--- src/hdl/icsp_pkg.sv ---
// Shared types, constants and sequence tables for the serial programming master.
// Used by icsp_cfg, icsp_seq and icsp_serial_programming_master.
package icsp_pkg;

  // Width of the tick wait counter and of the timing registers.
  localparam int WAIT_BITS = 24;
  localparam int CFG_BITS  = 24;

  // Configuration register indexes.
  localparam logic [1:0] CFG_PHASE_TICKS  = 2'd0;
  localparam logic [1:0] CFG_GAP_TICKS    = 2'd1;
  localparam logic [1:0] CFG_ERASE_TICKS  = 2'd2;
  localparam logic [1:0] CFG_BULK_TICKS   = 2'd3;

  // Action codes.
  localparam logic [3:0] ACT_NONE        = 4'd0;
  localparam logic [3:0] ACT_READ_PROG   = 4'd3;
  localparam logic [3:0] ACT_READ_DATA   = 4'd8;
  localparam logic [3:0] ACT_ERASE_PROG  = 4'd11;
  localparam logic [3:0] ACT_ERASE_DATA  = 4'd12;
  localparam logic [3:0] ACT_ERASE_PROT  = 4'd13;
  localparam logic [3:0] ACT_LOAD_CONFIG = 4'd1;
  localparam logic [3:0] ACT_LOAD_PROG   = 4'd2;
  localparam logic [3:0] ACT_INC_ADDR    = 4'd4;
  localparam logic [3:0] ACT_BEGIN_EP    = 4'd5;
  localparam logic [3:0] ACT_BEGIN_PROG  = 4'd6;
  localparam logic [3:0] ACT_LOAD_DATA   = 4'd7;
  localparam logic [3:0] ACT_BULK_SETUP1 = 4'd9;
  localparam logic [3:0] ACT_BULK_SETUP2 = 4'd10;

  // Target command codes.
  localparam logic [5:0] CMD_LOAD_CONFIG = 6'h00;
  localparam logic [5:0] CMD_LOAD_PROG   = 6'h02;
  localparam logic [5:0] CMD_READ_PROG   = 6'h04;
  localparam logic [5:0] CMD_INC_ADDR    = 6'h06;
  localparam logic [5:0] CMD_BEGIN_EP    = 6'h08;
  localparam logic [5:0] CMD_BEGIN_PROG  = 6'h18;
  localparam logic [5:0] CMD_LOAD_DATA   = 6'h03;
  localparam logic [5:0] CMD_READ_DATA   = 6'h05;
  localparam logic [5:0] CMD_BULK_SETUP1 = 6'h01;
  localparam logic [5:0] CMD_BULK_SETUP2 = 6'h07;

  localparam logic [13:0] WORD_MASK  = 14'h3FFF;
  localparam logic [4:0]  CMD_BITS   = 5'd6;
  localparam logic [4:0]  FRAME_BITS = 5'd16;
  localparam logic [4:0]  STEP_MAX   = 5'd31;

  typedef enum logic [3:0] {
    PH_IDLE, PH_CMD_LEAD, PH_CMD_HI, PH_CMD_LO, PH_CMD_TAIL,
    PH_WR_HI, PH_WR_LO, PH_WR_TAIL, PH_RD_LEAD, PH_RD_REL,
    PH_RD_HI, PH_RD_LO, PH_RD_TAIL, PH_LONG_E, PH_LONG_B
  } phase_t;

  typedef enum logic [2:0] {
    K_END, K_CMD, K_WR, K_RD, K_WE, K_WB
  } kind_t;

  typedef struct packed {
    kind_t      kind;
    logic [5:0] cmd;
  } seq_entry_t;

  typedef struct packed {
    phase_t      phase;
    logic        load_shift;
    logic [15:0] shift;
  } enter_t;

  typedef struct packed {
    logic [CFG_BITS-1:0] phase_ticks;
    logic [CFG_BITS-1:0] command_gap_ticks;
    logic [CFG_BITS-1:0] erase_cycle_ticks;
    logic [CFG_BITS-1:0] bulk_erase_ticks;
  } cfg_regs_t;

  typedef struct packed {
    logic [3:0]  action;
    logic [13:0] write_value;
    logic        data_pin_in;
  } in_item_t;

  typedef struct packed {
    logic        clock_pin;
    logic        data_pin;
    logic        data_drive;
    logic        busy_res;
    logic        rejected;
    logic        read_valid;
    logic [13:0] read_value;
  } out_item_t;

  function automatic seq_entry_t mk(kind_t kind, logic [5:0] cmd);
    seq_entry_t e;
    e.kind = kind;
    e.cmd  = cmd;
    return e;
  endfunction

  // Step list of one operation; past the end every step reads as the end mark.
  function automatic seq_entry_t seq_entry(logic [3:0] op, logic [4:0] step);
    seq_entry_t e;
    logic [5:0] load_cmd;
    e = mk(K_END, 6'h00);
    load_cmd = (op == ACT_ERASE_DATA) ? CMD_LOAD_DATA : CMD_LOAD_PROG;
    case (op)
      ACT_LOAD_CONFIG: begin
        if (step == 5'd0) e = mk(K_CMD, CMD_LOAD_CONFIG);
        else if (step == 5'd1) e = mk(K_WR, 6'h00);
      end
      ACT_LOAD_PROG: begin
        if (step == 5'd0) e = mk(K_CMD, CMD_LOAD_PROG);
        else if (step == 5'd1) e = mk(K_WR, 6'h00);
      end
      ACT_READ_PROG: begin
        if (step == 5'd0) e = mk(K_CMD, CMD_READ_PROG);
        else if (step == 5'd1) e = mk(K_RD, 6'h00);
      end
      ACT_INC_ADDR: begin
        if (step == 5'd0) e = mk(K_CMD, CMD_INC_ADDR);
      end
      ACT_BEGIN_EP: begin
        if (step == 5'd0) e = mk(K_CMD, CMD_BEGIN_EP);
        else if (step == 5'd1) e = mk(K_WE, 6'h00);
      end
      ACT_BEGIN_PROG: begin
        if (step == 5'd0) e = mk(K_CMD, CMD_BEGIN_PROG);
      end
      ACT_LOAD_DATA: begin
        if (step == 5'd0) e = mk(K_CMD, CMD_LOAD_DATA);
        else if (step == 5'd1) e = mk(K_WR, 6'h00);
      end
      ACT_READ_DATA: begin
        if (step == 5'd0) e = mk(K_CMD, CMD_READ_DATA);
        else if (step == 5'd1) e = mk(K_RD, 6'h00);
      end
      ACT_BULK_SETUP1: begin
        if (step == 5'd0) e = mk(K_CMD, CMD_BULK_SETUP1);
      end
      ACT_BULK_SETUP2: begin
        if (step == 5'd0) e = mk(K_CMD, CMD_BULK_SETUP2);
      end
      ACT_ERASE_PROG, ACT_ERASE_DATA: begin
        case (step)
          5'd0: e = mk(K_CMD, load_cmd);
          5'd1: e = mk(K_WR, 6'h00);
          5'd2: e = mk(K_CMD, CMD_BULK_SETUP1);
          5'd3: e = mk(K_CMD, CMD_BULK_SETUP2);
          5'd4: e = mk(K_CMD, CMD_BEGIN_EP);
          5'd5: e = mk(K_WE, 6'h00);
          5'd6: e = mk(K_WB, 6'h00);
          5'd7: e = mk(K_CMD, CMD_BULK_SETUP1);
          5'd8: e = mk(K_CMD, CMD_BULK_SETUP2);
          default: e = mk(K_END, 6'h00);
        endcase
      end
      ACT_ERASE_PROT: begin
        case (step)
          5'd0: e = mk(K_CMD, CMD_LOAD_CONFIG);
          5'd1: e = mk(K_WR, 6'h00);
          5'd2, 5'd3, 5'd4, 5'd5, 5'd6, 5'd7, 5'd8: e = mk(K_CMD, CMD_INC_ADDR);
          5'd9: e = mk(K_CMD, CMD_BULK_SETUP1);
          5'd10: e = mk(K_CMD, CMD_BULK_SETUP2);
          5'd11: e = mk(K_CMD, CMD_BEGIN_EP);
          5'd12: e = mk(K_WE, 6'h00);
          5'd13: e = mk(K_WB, 6'h00);
          5'd14: e = mk(K_CMD, CMD_BULK_SETUP1);
          5'd15: e = mk(K_CMD, CMD_BULK_SETUP2);
          default: e = mk(K_END, 6'h00);
        endcase
      end
      default: e = mk(K_END, 6'h00);
    endcase
    return e;
  endfunction

  // Phase and shift contents for the first segment of a step.
  function automatic enter_t enter_step(logic [3:0] op, logic [4:0] step,
                                        logic [13:0] held);
    enter_t r;
    seq_entry_t e;
    e = seq_entry(op, step);
    r.load_shift = 1'b0;
    r.shift      = 16'h0000;
    case (e.kind)
      K_CMD: begin
        r.phase      = PH_CMD_LEAD;
        r.load_shift = 1'b1;
        r.shift      = {10'h000, e.cmd};
      end
      K_WR: begin
        r.phase      = PH_WR_HI;
        r.load_shift = 1'b1;
        r.shift      = {1'b0, held & WORD_MASK, 1'b0};
      end
      K_RD:    r.phase = PH_RD_LEAD;
      K_WE:    r.phase = PH_LONG_E;
      K_WB:    r.phase = PH_LONG_B;
      default: r.phase = PH_IDLE;
    endcase
    return r;
  endfunction

  // A zero register still waits one tick.
  function automatic logic [WAIT_BITS-1:0] wait_len(logic [CFG_BITS-1:0] value);
    logic [WAIT_BITS-1:0] r;
    r = value;
    if (value == '0) r = WAIT_BITS'(1);
    return r;
  endfunction

endpackage

--- src/hdl/icsp_cfg.sv ---
// Timing configuration registers of the serial programming master.
// Depends on icsp_pkg for the register indexes and the register struct.
module icsp_cfg (
  input  logic                  clk,
  input  logic                  rst,
  input  logic                  wr_en,
  input  logic [1:0]            wr_index,
  input  logic [icsp_pkg::CFG_BITS-1:0] wr_data,
  output icsp_pkg::cfg_regs_t   regs
);
  import icsp_pkg::*;

  // Register file with reset defaults; a write lands on the indexed register.
  always_ff @(posedge clk) begin
    if (rst) begin
      regs.phase_ticks       <= CFG_BITS'(10);
      regs.command_gap_ticks <= CFG_BITS'(100);
      regs.erase_cycle_ticks <= CFG_BITS'(400000);
      regs.bulk_erase_ticks  <= CFG_BITS'(1000000);
    end else if (wr_en) begin
      case (wr_index)
        CFG_PHASE_TICKS: regs.phase_ticks       <= wr_data;
        CFG_GAP_TICKS:   regs.command_gap_ticks <= wr_data;
        CFG_ERASE_TICKS: regs.erase_cycle_ticks <= wr_data;
        CFG_BULK_TICKS:  regs.bulk_erase_ticks  <= wr_data;
        default:         regs.phase_ticks       <= regs.phase_ticks;
      endcase
    end
  end

endmodule

--- src/hdl/icsp_seq.sv ---
// Pin sequencer: sequencer state registers and the one-tick step logic.
// Depends on icsp_pkg for phases, step tables and item structs.
module icsp_seq (
  input  logic                 clk,
  input  logic                 rst,
  input  logic                 step_en,
  input  icsp_pkg::in_item_t   item,
  input  icsp_pkg::cfg_regs_t  cfg,
  output icsp_pkg::out_item_t  result
);
  import icsp_pkg::*;

  logic                 clock_level, clock_level_next;
  logic                 data_level, data_level_next;
  logic                 drive_enable, drive_enable_next;
  logic [15:0]          shift_word, shift_word_next;
  logic [4:0]           bit_count, bit_count_next;
  phase_t               phase, phase_next;
  logic [WAIT_BITS-1:0] wait_count, wait_count_next;
  logic [4:0]           sequence_step, sequence_step_next;
  logic [3:0]           current_operation, current_operation_next;
  logic [13:0]          held_value, held_value_next;

  // One tick: optional start, one segment when the wait has run out, countdown.
  always_comb begin
    logic   busy;
    logic   active;
    logic   rej;
    logic   rvalid;
    logic [13:0] rvalue;
    logic   advance;
    enter_t ent;

    clock_level_next       = clock_level;
    data_level_next        = data_level;
    drive_enable_next      = drive_enable;
    shift_word_next        = shift_word;
    bit_count_next         = bit_count;
    phase_next             = phase;
    wait_count_next        = wait_count;
    sequence_step_next     = sequence_step;
    current_operation_next = current_operation;
    held_value_next        = held_value;
    rej     = 1'b0;
    rvalid  = 1'b0;
    rvalue  = 14'h0000;
    advance = 1'b0;
    ent     = '0;

    busy   = (phase != PH_IDLE) || (wait_count != '0);
    active = busy;

    // Start a new operation when idle.
    if (busy) begin
      rej = (item.action != ACT_NONE);
    end else if ((item.action >= ACT_LOAD_CONFIG) && (item.action <= ACT_ERASE_PROT)) begin
      current_operation_next = item.action;
      held_value_next = (item.action >= ACT_ERASE_PROG) ? WORD_MASK : item.write_value;
      sequence_step_next = 5'd0;
      ent = enter_step(item.action, 5'd0, held_value_next);
      phase_next     = ent.phase;
      bit_count_next = 5'd0;
      if (ent.load_shift) shift_word_next = ent.shift;
      active = 1'b1;
    end

    // Pin action of the current segment.
    if (active && (wait_count_next == '0)) begin
      case (phase_next)
        PH_CMD_LEAD: begin
          wait_count_next = wait_len(cfg.phase_ticks);
          phase_next      = PH_CMD_HI;
        end
        PH_CMD_HI, PH_WR_HI: begin
          clock_level_next = 1'b1;
          data_level_next  = shift_word_next[bit_count_next[3:0]];
          wait_count_next  = wait_len(cfg.phase_ticks);
          phase_next = (phase_next == PH_CMD_HI) ? PH_CMD_LO : PH_WR_LO;
        end
        PH_CMD_LO: begin
          clock_level_next = 1'b0;
          wait_count_next  = wait_len(cfg.phase_ticks);
          bit_count_next   = 5'(bit_count_next + 5'd1);
          phase_next = (bit_count_next >= CMD_BITS) ? PH_CMD_TAIL : PH_CMD_HI;
        end
        PH_WR_LO: begin
          clock_level_next = 1'b0;
          wait_count_next  = wait_len(cfg.phase_ticks);
          bit_count_next   = 5'(bit_count_next + 5'd1);
          phase_next = (bit_count_next >= FRAME_BITS) ? PH_WR_TAIL : PH_WR_HI;
        end
        PH_CMD_TAIL: begin
          data_level_next = 1'b0;
          wait_count_next = wait_len(cfg.command_gap_ticks);
          advance = 1'b1;
        end
        PH_WR_TAIL: begin
          data_level_next = 1'b1;
          wait_count_next = wait_len(cfg.command_gap_ticks);
          advance = 1'b1;
        end
        PH_RD_LEAD: begin
          data_level_next = 1'b1;
          wait_count_next = wait_len(cfg.phase_ticks);
          phase_next      = PH_RD_REL;
        end
        PH_RD_REL: begin
          drive_enable_next = 1'b0;
          wait_count_next   = wait_len(cfg.phase_ticks);
          bit_count_next    = 5'd0;
          shift_word_next   = 16'h0000;
          phase_next        = PH_RD_HI;
        end
        PH_RD_HI: begin
          clock_level_next = 1'b1;
          wait_count_next  = wait_len(cfg.phase_ticks);
          phase_next       = PH_RD_LO;
        end
        PH_RD_LO: begin
          shift_word_next  = {item.data_pin_in, shift_word_next[15:1]};
          clock_level_next = 1'b0;
          wait_count_next  = wait_len(cfg.phase_ticks);
          bit_count_next   = 5'(bit_count_next + 5'd1);
          phase_next = (bit_count_next >= FRAME_BITS) ? PH_RD_TAIL : PH_RD_HI;
        end
        PH_RD_TAIL: begin
          drive_enable_next = 1'b1;
          wait_count_next   = wait_len(cfg.command_gap_ticks);
          advance = 1'b1;
        end
        PH_LONG_E: begin
          wait_count_next = wait_len(cfg.erase_cycle_ticks);
          advance = 1'b1;
        end
        PH_LONG_B: begin
          wait_count_next = wait_len(cfg.bulk_erase_ticks);
          advance = 1'b1;
        end
        default: begin
          phase_next      = PH_IDLE;
          wait_count_next = WAIT_BITS'(1);
        end
      endcase

      // Move on to the next step of the operation.
      if (advance) begin
        if (sequence_step_next < STEP_MAX) begin
          sequence_step_next = 5'(sequence_step_next + 5'd1);
        end
        ent = enter_step(current_operation_next, sequence_step_next, held_value_next);
        phase_next     = ent.phase;
        bit_count_next = 5'd0;
        if (ent.load_shift) shift_word_next = ent.shift;
      end
    end

    // Countdown and read completion.
    if (active) begin
      if (wait_count_next != '0) wait_count_next = wait_count_next - WAIT_BITS'(1);
      if ((phase_next == PH_IDLE) && (wait_count_next == '0)) begin
        if (current_operation_next == ACT_READ_PROG) begin
          rvalid = 1'b1;
          rvalue = shift_word_next[14:1];
        end else if (current_operation_next == ACT_READ_DATA) begin
          rvalid = 1'b1;
          rvalue = {6'h00, shift_word_next[8:1]};
        end
      end
    end

    result.clock_pin  = clock_level_next;
    result.data_pin   = data_level_next;
    result.data_drive = drive_enable_next;
    result.busy_res   = (phase_next != PH_IDLE) || (wait_count_next != '0);
    result.rejected   = rej;
    result.read_valid = rvalid;
    result.read_value = rvalue;
  end

  // Sequencer state advances once per tick taken from the input register.
  always_ff @(posedge clk) begin
    if (rst) begin
      clock_level       <= 1'b0;
      data_level        <= 1'b0;
      drive_enable      <= 1'b1;
      shift_word        <= 16'h0000;
      bit_count         <= 5'd0;
      phase             <= PH_IDLE;
      wait_count        <= '0;
      sequence_step     <= 5'd0;
      current_operation <= ACT_NONE;
      held_value        <= 14'h0000;
    end else if (step_en) begin
      clock_level       <= clock_level_next;
      data_level        <= data_level_next;
      drive_enable      <= drive_enable_next;
      shift_word        <= shift_word_next;
      bit_count         <= bit_count_next;
      phase             <= phase_next;
      wait_count        <= wait_count_next;
      sequence_step     <= sequence_step_next;
      current_operation <= current_operation_next;
      held_value        <= held_value_next;
    end
  end

endmodule

--- src/hdl/icsp_serial_programming_master.sv ---
// A request is taken into the input register and its result is offered from the result register.
// Throughput: one tick request per cycle; the sequencer step is one pass of logic
// between the input register and the result register. A result the receiver
// holds back stalls the sequencer and the input register until it is taken.
// Reset: sequencer idle, clock and data pins low, data pin driven, timing
// registers at 10 / 100 / 400000 / 1000000 ticks; no reset sweep is needed.
module icsp_serial_programming_master (
  input  logic                          clk,
  input  logic                          rst,
  input  logic                          in_valid,
  output logic                          in_ready,
  input  icsp_pkg::in_item_t            in_data,
  output logic                          out_valid,
  input  logic                          out_ready,
  output icsp_pkg::out_item_t           out_data,
  input  logic                          cfg_valid,
  output logic                          cfg_ready,
  input  logic [1:0]                    cfg_index,
  input  logic [icsp_pkg::CFG_BITS-1:0] cfg_data
);
  import icsp_pkg::*;

  logic       in_full;
  in_item_t   in_q;
  logic       advance;
  cfg_regs_t  cfg_regs;
  out_item_t  step_result;

  // The pipeline moves whenever the result register is free or being drained.
  assign advance   = !out_valid || out_ready;
  assign in_ready  = !in_full || advance;
  assign cfg_ready = 1'b1;

  icsp_cfg u_cfg (
    .clk      (clk),
    .rst      (rst),
    .wr_en    (cfg_valid),
    .wr_index (cfg_index),
    .wr_data  (cfg_data),
    .regs     (cfg_regs)
  );

  icsp_seq u_seq (
    .clk     (clk),
    .rst     (rst),
    .step_en (in_full && advance),
    .item    (in_q),
    .cfg     (cfg_regs),
    .result  (step_result)
  );

  // Input and result registers with their valid flags.
  always_ff @(posedge clk) begin
    if (rst) begin
      in_full   <= 1'b0;
      out_valid <= 1'b0;
    end else begin
      if (in_ready) in_full <= in_valid;
      if (advance) out_valid <= in_full;
    end
  end

  always_ff @(posedge clk) begin
    if (in_valid && in_ready) in_q <= in_data;
    if (advance && in_full) out_data <= step_result;
  end

endmodule

--- config.mk ---
export PLATFORM = sky130hd
export DESIGN_NAME = icsp_serial_programming_master
export DESIGN_NICKNAME = d
export VERILOG_FILES = /design/src/hdl/icsp_pkg.sv /design/src/hdl/icsp_cfg.sv /design/src/hdl/icsp_seq.sv /design/src/hdl/icsp_serial_programming_master.sv
export SDC_FILE = /design/constraint.sdc
export NUM_CORES = 1
export LEC_CHECK = 0
export BUFFER_PORTS_ARGS = -buffer_cell sky130_fd_sc_hd__buf_2
export CORE_MARGIN = 2
export CORE_UTILIZATION = 30
export DETAILED_ROUTE_END_ITERATION = 12
export PLACE_DENSITY = 0.5
export SETUP_SLACK_MARGIN = 0.1
export SLEW_MARGIN = 10
export SYNTH_ARGS = -nofsm -noshare
export SYNTH_HDL_FRONTEND = slang
export SYNTH_HIERARCHICAL = 1
export SYNTH_SLANG_ARGS = --single-unit
--- constraint.sdc ---
create_clock -name clk -period 6.5 [get_ports clk]
set_input_delay 0.325 -clock clk [delete_from_list [all_inputs] [get_ports clk]]
set_output_delay 0.325 -clock clk [all_outputs]
set_load 0.01 [all_outputs]
# Word level (Yosys, flattened, before mapping)
# Memory sizes are Yosys's and may differ from the RTL's.
# Index checks and enable logic that the tools add are counted.
[totals]
romBits = 112
mem_count = 1
input_bits = 50
regBits = 212
[memory_table]
columns = ["memory", "words", "word_bits", "rd", "rd_ports_with_merged_regs", "write_ports", "line", "rtl"]
rows = [
  ["(no name shown)", 16, 7, 1, 0, 0, "icsp_pkg.sv:157", "case (step)"],
]
[classes]
n_eq_ne = 61
n_lt_le_gt_ge = 7
addsub = 3
n_reduce_logical = 43
mux = 89
[op_table]
columns = ["op", "n"]
rows = [
  ["24-bit 2-to-1 mux", 8],
  ["24-bit logical NOT", 6],
  ["9-bit one-hot mux with 12 select lines", 1],
  ["16-bit 2-to-1 mux", 6],
  ["24-bit one-hot mux with 4 select lines", 1],
  ["9-bit 2-to-1 mux", 10],
  ["7-bit one-hot mux with 11 select lines", 1],
  ["4-bit equality test, second input constant", 19],
  ["24-bit nonzero test", 3],
  ["17-bit 2-to-1 mux", 4],
  ["17-bit one-hot mux with 2 select lines", 2],
  ["9-bit one-hot mux with 7 select lines", 1],
  ["14-bit 2-to-1 mux", 4],
  ["5-bit 2-to-1 mux", 11],
  ["4-bit by 3-bit equality test with 1-bit output, second input constant", 12],
  ["8-bit 2-to-1 mux", 5],
  ["4-bit one-hot mux with 5 select lines", 2],
  ["4-bit one-hot mux with 9 select lines", 1],
  ["16-bit one-hot mux with 2 select lines", 1],
  ["7-bit 2-to-1 mux", 4],
  ["4-bit by 2-bit equality test with 1-bit output, second input constant", 6],
  ["4-bit 2-to-1 mux", 6],
  ["24-bit by 1-bit subtractor with 24-bit output, second input constant", 1],
  ["5-bit by 3-bit equality test with 1-bit output, second input constant", 4],
  ["36 further kinds", 84],
]

# Logic depth before layout (Yosys ltp)
[logic_depth]
word_depth = 30
mapped_depth = 23
mapped_depth_nobuf = 18

# Cells and area by module
# Netlist, hierarchy kept.
[by_module_without_submodules]
columns = ["module", "area_per_inst_um2", "n_inst", "cells_per_inst"]
rows = [
  ["icsp_seq", 8209.1, 1, 1224],
  ["icsp_cfg", 3868.7, 1, 361],
  ["icsp_serial_programming_master", 1286.2, 1, 51],
]

# Least setup slack after synthesis
# No wires, ideal clock.
[synth_timing]
path_kind = "register -> register"
start = "register u_seq.phase[0]"
end = "register out_data[10] (netlist bit) (data pin)"
arrival_time_ns = 5.361
slack_ns = 0.980
setup_ns = 0.158
path_stages_with_launch = 24
synth_period_minus_slack_ns = 5.520
t_required_ns = 6.342
path_buffers = 6
path_cell_list = "dfxtp_1 -> buf_2 -> or4_1 -> nor3_1 -> nand3_1 -> clkbuf_1 -> clkbuf_1 -> clkbuf_1 -> and2_1 -> ha_1 -> clkbuf_1 -> a31oi_1 -> inv_1 -> ha_1 -> a31oi_1 -> o21ai_0 -> o31ai_1 -> o311ai_0 -> nand2b_1 -> a21bo_2 -> a2111oi_2 -> clkbuf_1 -> o21ai_0 -> a211oi_2"
[synth_via]
elab_chain_cells = 21
elab_cells_between_ends = 114
classes_between = "add/sub (3); order compare (3); eq/ne (40); mux (51); reduce/logical (16); memory (1)"
[synth_lines]
columns = ["element", "line", "rtl"]
rows = [
  ["start, declared", "icsp_seq.sv:18", "phase_t phase, phase_next;"],
  ["start signal, assigned", "icsp_seq.sv:199", "phase <= phase_next;"],
  ["4-bit nonzero test", "icsp_seq.sv:50", "busy = (phase != PH_IDLE) || (wait_count != '0);"],
  ["1-bit logical OR", "icsp_seq.sv:50", ""],
  ["5-bit 2-to-1 mux", "icsp_seq.sv:54", "if (busy) begin"],
  ["5-bit by 1-bit adder with 5-bit output / 5-bit < comparator (equally long branches)", "icsp_seq.sv:148, icsp_seq.sv:147", ""],
  ["5-bit 2-to-1 mux", "icsp_seq.sv:147", "if (sequence_step_next < STEP_MAX) begin"],
  ["5-bit 2-to-1 mux", "icsp_seq.sv:146", "if (advance) begin"],
  ["5-bit 2-to-1 mux", "icsp_seq.sv:68", "if (active && (wait_count_next == '0)) begin"],
  ["5-bit by 2-bit equality test with 1-bit output, or another cell as far along", "icsp_pkg.sv:143", "case (step)"],
  ["[... 5 more ...]", "--", ""],
  ["3-bit by 2-bit equality test with 1-bit output / 3-bit by 1-bit equality test with 1-bit output (equally long branches)", "icsp_pkg.sv:184", "case (e.kind)"],
  ["17-bit one-hot mux with 2 select lines", "icsp_pkg.sv:184", ""],
  ["17-bit 2-to-1 mux", "icsp_seq.sv:146", ""],
  ["17-bit 2-to-1 mux", "icsp_seq.sv:68", ""],
  ["16-bit 2-to-1 mux", "icsp_seq.sv:153", "if (ent.load_shift) shift_word_next = ent.shift;"],
  ["16-bit 2-to-1 mux", "icsp_seq.sv:146", ""],
  ["16-bit 2-to-1 mux", "icsp_seq.sv:68", ""],
  ["14-bit 2-to-1 mux", "icsp_seq.sv:161", "if (current_operation_next == ACT_READ_PROG) begin"],
  ["end signal, assigned", "icsp_serial_programming_master.sv:65", "if (advance && in_full) out_data <= step_result;"],
  ["end, declared", "icsp_serial_programming_master.sv:15", "output icsp_pkg::out_item_t out_data,"],
]
# Several ways; a longest one is shown, not always the timed one. The select of a mux whose other input is x is not followed.
# A chain may end at the register's enable or synchronous reset.

# Worst setup path after layout
[layout_timing]
start = "register in_q[18] (netlist bit)"
end = "register out_data[5] (netlist bit) (data pin)"
[layout_via]
elab_chain_cells = 23
elab_cells_between_ends = 152
classes_between = "add/sub (3); order compare (6); eq/ne (58); mux (67); reduce/logical (17); memory (1)"
[layout_lines]
columns = ["element", "line", "rtl"]
rows = [
  ["start, declared", "icsp_serial_programming_master.sv:24", "in_item_t in_q;"],
  ["start signal, assigned", "icsp_serial_programming_master.sv:64", "if (in_valid && in_ready) in_q <= in_data;"],
  ["4-bit by 1-bit >= comparator with 1-bit output / 4-bit <= comparator (equally long branches)", "icsp_seq.sv:56", "end else if ((item.action >= ACT_LOAD_CONFIG) && (item.action <= ACT_ERASE_PROT)) begin"],
  ["1-bit logical AND", "icsp_seq.sv:56", ""],
  ["5-bit 2-to-1 mux", "icsp_seq.sv:56", ""],
  ["5-bit 2-to-1 mux", "icsp_seq.sv:54", ""],
  ["5-bit by 1-bit adder with 5-bit output / 5-bit < comparator (equally long branches)", "icsp_seq.sv:148, icsp_seq.sv:147", ""],
  ["5-bit 2-to-1 mux", "icsp_seq.sv:147", ""],
  ["5-bit 2-to-1 mux", "icsp_seq.sv:146", ""],
  ["5-bit 2-to-1 mux", "icsp_seq.sv:68", ""],
  ["[... 7 more ...]", "--", ""],
  ["17-bit one-hot mux with 2 select lines", "icsp_pkg.sv:184", ""],
  ["17-bit 2-to-1 mux", "icsp_seq.sv:146", ""],
  ["17-bit 2-to-1 mux", "icsp_seq.sv:68", ""],
  ["16-bit 2-to-1 mux", "icsp_seq.sv:153", ""],
  ["16-bit 2-to-1 mux", "icsp_seq.sv:146", ""],
  ["16-bit 2-to-1 mux", "icsp_seq.sv:68", ""],
  ["8-bit 2-to-1 mux", "icsp_seq.sv:164", "end else if (current_operation_next == ACT_READ_DATA) begin"],
  ["14-bit 2-to-1 mux", "icsp_seq.sv:161", ""],
]
# Several ways; a longest one is shown, not always the timed one. The select of a mux whose other input is x is not followed.

==> key figures <==
Global route
  – GRT Overall Usage: between 10% and 20%
  – Initial antenna violation count: 0
  – Vias in the first global route: 12.0k
  – Global-route wire length before repair: around 73000 µm
  – Gr ovfl total: 0
  – Largest net degree at the start of global routing: 194

Floorplanning
  – FP Rows: 77
  – Initial cell density of the core: 30.3%
  – Die Y: 215 µm
  – Die ar.: 46300 µm²
  – Core ar.: 44100 µm²
  – Die width: 215 µm
  – I/O pin total: 73

STA
  – Final Hold Fails: 0
  – Tmin final: 5.83 ns
  – Max Slew Vio Count: 0
  – Slew HR: 23.1%
  – Worst-Margin Slew: 1.15 ns
  – Skew final: about 0.027 ns
  – TNS Setup: 0 ns
  – RSZ-0062 raised after global routing: no
  – FMAX: 171 MHz
  – Final setup vio count: 0
  – Final Cycle Share: 89.7%

Worst hold path
  – Hold Path Class: primary input to flip-flop
  – Worst Hold Depth: 3

Synthesis
  – Top-count cell post-synth: nor2_1
  – Syn Area/Cell: a little over 8 µm²
  – Post-synth top cells: nor2_1 (188), dfxtp_1 (173), nand2_1 (131), mux2i_1 (120), nand2b_1 (113)
  – Top-area cell type share of the netlist area: 25.9%
  – Synth async-reset ratio: 0%
  – Cell taking the most area after synthesis: dfxtp_1
  – Post-Syn Nets: approximately 1.7k
  – Post-Synthesis Cells: between 1.5k and 2k
  – Number of synthesized flops with an enable pin: 39
  – Largest cells by area after synthesis: dfxtp_1 (26%), mux2i_1 (9.0%), edfxtp_1 (8.8%), nand2b_1 (5.3%), nor2_1 (5.3%)
  – Top FF cell, synth: dfxtp_1
  – Register area share after synthesis: 34.7%
  – Distinct cells, synth: a little over 100
  – Number of synthesis warnings: 6
  – Yosys reg bits: roughly 210
  – Synthesized area: 13400 µm²

Power and ir drop
  – Power per Cell Area: 537 nW/µm²
  – LEAKAGE: 5.69 nW
  – Overall power: between 8 and 9 mW
  – Max VDD drop: 313 µV

Route
  – Wire per inst: roughly 21 µm
  – Vias: ~13k
  – Initial DRC count: 1301
  – Final ANT Viol Nets: 0
  – DRC: 0
  – DRT Wirelength: 47900 µm
  – Pre-Repair DR Iteration Count: 7
  – Via density per instance: 5.60

Clocking
  – Clock tree sinks: 212
  – Htree depth: 1
  – CTS clk-pin slew, worst paths: 0.06 ns
  – Bufs on Longest Clock Path: 3
  – TritonCTS Buffers: 28
  – Setup Buffers After CTS: 0
  – Later-pin clock latency in the skew report: 0.57 ns
  – CTS tree: built
  – Clock Tree Root: clkbuf_16

Layout
  – Finished Cell Area: 15300 µm²
  – Share of cells above drive strength 1: 12.6%
  – Antenna Cells: 0
  – Core Util, Final: 34.8%
  – Fillers: ~4.7k
  – Layout area overhead: 14.8%
  – Layout Nets: 1721

Critical path
  – Type of the worst setup path: flip-flop to flip-flop
  – Crit path DAT: 6.20 ns
  – Crit path launch type: flip-flop
  – Worst setup EP type: flip-flop
  – Critical-path cell list: and3_1 -> nor3_1 -> nand3_2 -> nand2_1 -> inv_1 -> ha_1 -> buf_4 -> a31oi_1 -> inv_1 -> ha_1 -> a31oi_1 -> o21ai_0 -> o31ai_1 -> o311ai_0 -> nand2b_1 -> a21o_1 -> a211oi_1 -> nand4_4 -> a211oi_1
  – R2R cell count: 19
  – Worst-path fanout max: 18
  – CP max-delay cell: edfxtp_1
  – CP bufs+invs: 3
  – CP peak stage delay: 0.65 ns
  – Cell depth of the worst setup path: 19
  – Critical path required time: a little under 7 ns
  – Delay-heaviest family, CP: compound AO/OA/AOI/OAI gates

Flow run
  – Max Cap Viol: 0

Place
  – Dpl hpwl: between 30000 and 40000 µm
  – Placed Area: ~14000 µm²
  – GPL Wtd Cong: 0.945
  – PortBufs: 71

Status
  – Status: complete, no violations
-- routing by layer --
layer / track usage (%) / vias up / part of all wire, %
li1: - / 6024 / -
met1: 26.9 / 6232 / 45
met2: 32.8 / 408 / 46
met3: 2.90 / 82 / 5.5
met4: 6.78 / 0 / 3.3
met5: 0 / - / 0
-- per-stage QoR --
stage | setup slack, ns | cells | hold WS (ns)
2_1_floorplan | 0.980 | 1636 | 0.387
3_3_place_gp | 0.810 | 2207 | 0.467
3_5_place_dp | 0.761 | 2207 | 0.477
4_1_cts | 0.689 | 2278 | 0.00140
5_1_grt | 0.174 | 2278 | 0.0117
6_report | 0.668 | 2278 | 0.0183
-- layout by cell type, fill, tap and decap left out, types with 16 or more instances in the layout --
master and instances:
nor3_1 38, edfxtp_1 39, a21oi_1 95, nand2_1 131
nand4_1 24, a211oi_1 47, dfxtp_1 173, a31oi_1 18
clkbuf_16 28, nand3_1 38, nor4_1 30, dlygate4sd3_1 19
o21ai_0 99, buf_4 36, mux2i_1 120, nand2b_1 113
buf_2 70, inv_1 38, nor2b_1 16, nor2_1 187
-- tightest hold or removal path: stages --
cell	delay [ns]
buf_2	0.10
inv_1	0.06
a21oi_2	0.04
-- final cells by class --
| type | instances | area (µm²) | share of cell area, % |
|---|---|---|---|
| Clock buffer | 35 | 777 | 5.06 |
| Clock inverter | 17 | 203 | 1.32 |
| Inverter | 39 | 146 | 0.954 |
| Multi-Input combinational cell | 1256 | 8010 | 52.2 |
| Sequential cell | 212 | 4630 | 30.2 |
| Tap cell | 592 | 741 | 4.83 |
| Timing Repair Buffer | 127 | 842 | 5.49 |
-- state kept, by name, summed over array words and instances, names as in the netlist --
register and flops:
in_full 1, in_q 19, out_data 20, out_valid 1, u_cfg/regs 96, u_seq/bit_count 5
u_seq/clock_level 1, u_seq/current_operation 4, u_seq/data_level 1, u_seq/drive_enable 1, u_seq/held_value 14, u_seq/phase 4
u_seq/sequence_step 5, u_seq/shift_word 16, u_seq/wait_count 24
-- timing repair --
item | 4_1_cts | 5_1_grt
hold buffers | 19 | 0
gates resized for setup | 0 | 0
endpoints found under the hold margin | 19 | 0
-- power breakdown --
part	total, mW	leakage, nW	internal, mW	switching, mW
clock	1.63	0.473	0.974	0.658
sequential	1.59	1.78	1.47	0.123
combinational	5.02	3.44	1.65	3.37
-- final timing paths --
check,startpoint,endpoint,slack (ns)
max reg2reg,in_q[18]$_DFFE_PP_,out_data[5]$_DFFE_PP_,0.67
min,in_valid,in_full$_SDFFE_PP0P_,0.02
min reg2reg,u_seq/wait_count[2]$_SDFFE_PP0P_,u_seq/wait_count[2]$_SDFFE_PP0P_,0.49
max,in_q[18]$_DFFE_PP_,out_data[5]$_DFFE_PP_,0.67
-- logic make-up after synthesis --
| group | count (synthesis) | share of synthesized area (%) |
|---|---|---|
| AND/OR/NAND/NOR | 687 | 27.2 |
| AO/OA/AOI/OAI | 411 | 20.6 |
| flip-flops | 212 | 34.7 |
| buffers and inverters | 168 | 5.56 |
| multiplexers | 129 | 9.91 |
| XOR/XNOR | 21 | 1.38 |
| adder cells (fa/ha/maj) | 7 | 0.655 |
| other | 1 | 0.0281 |
Power figures use the tool's default switching activity.
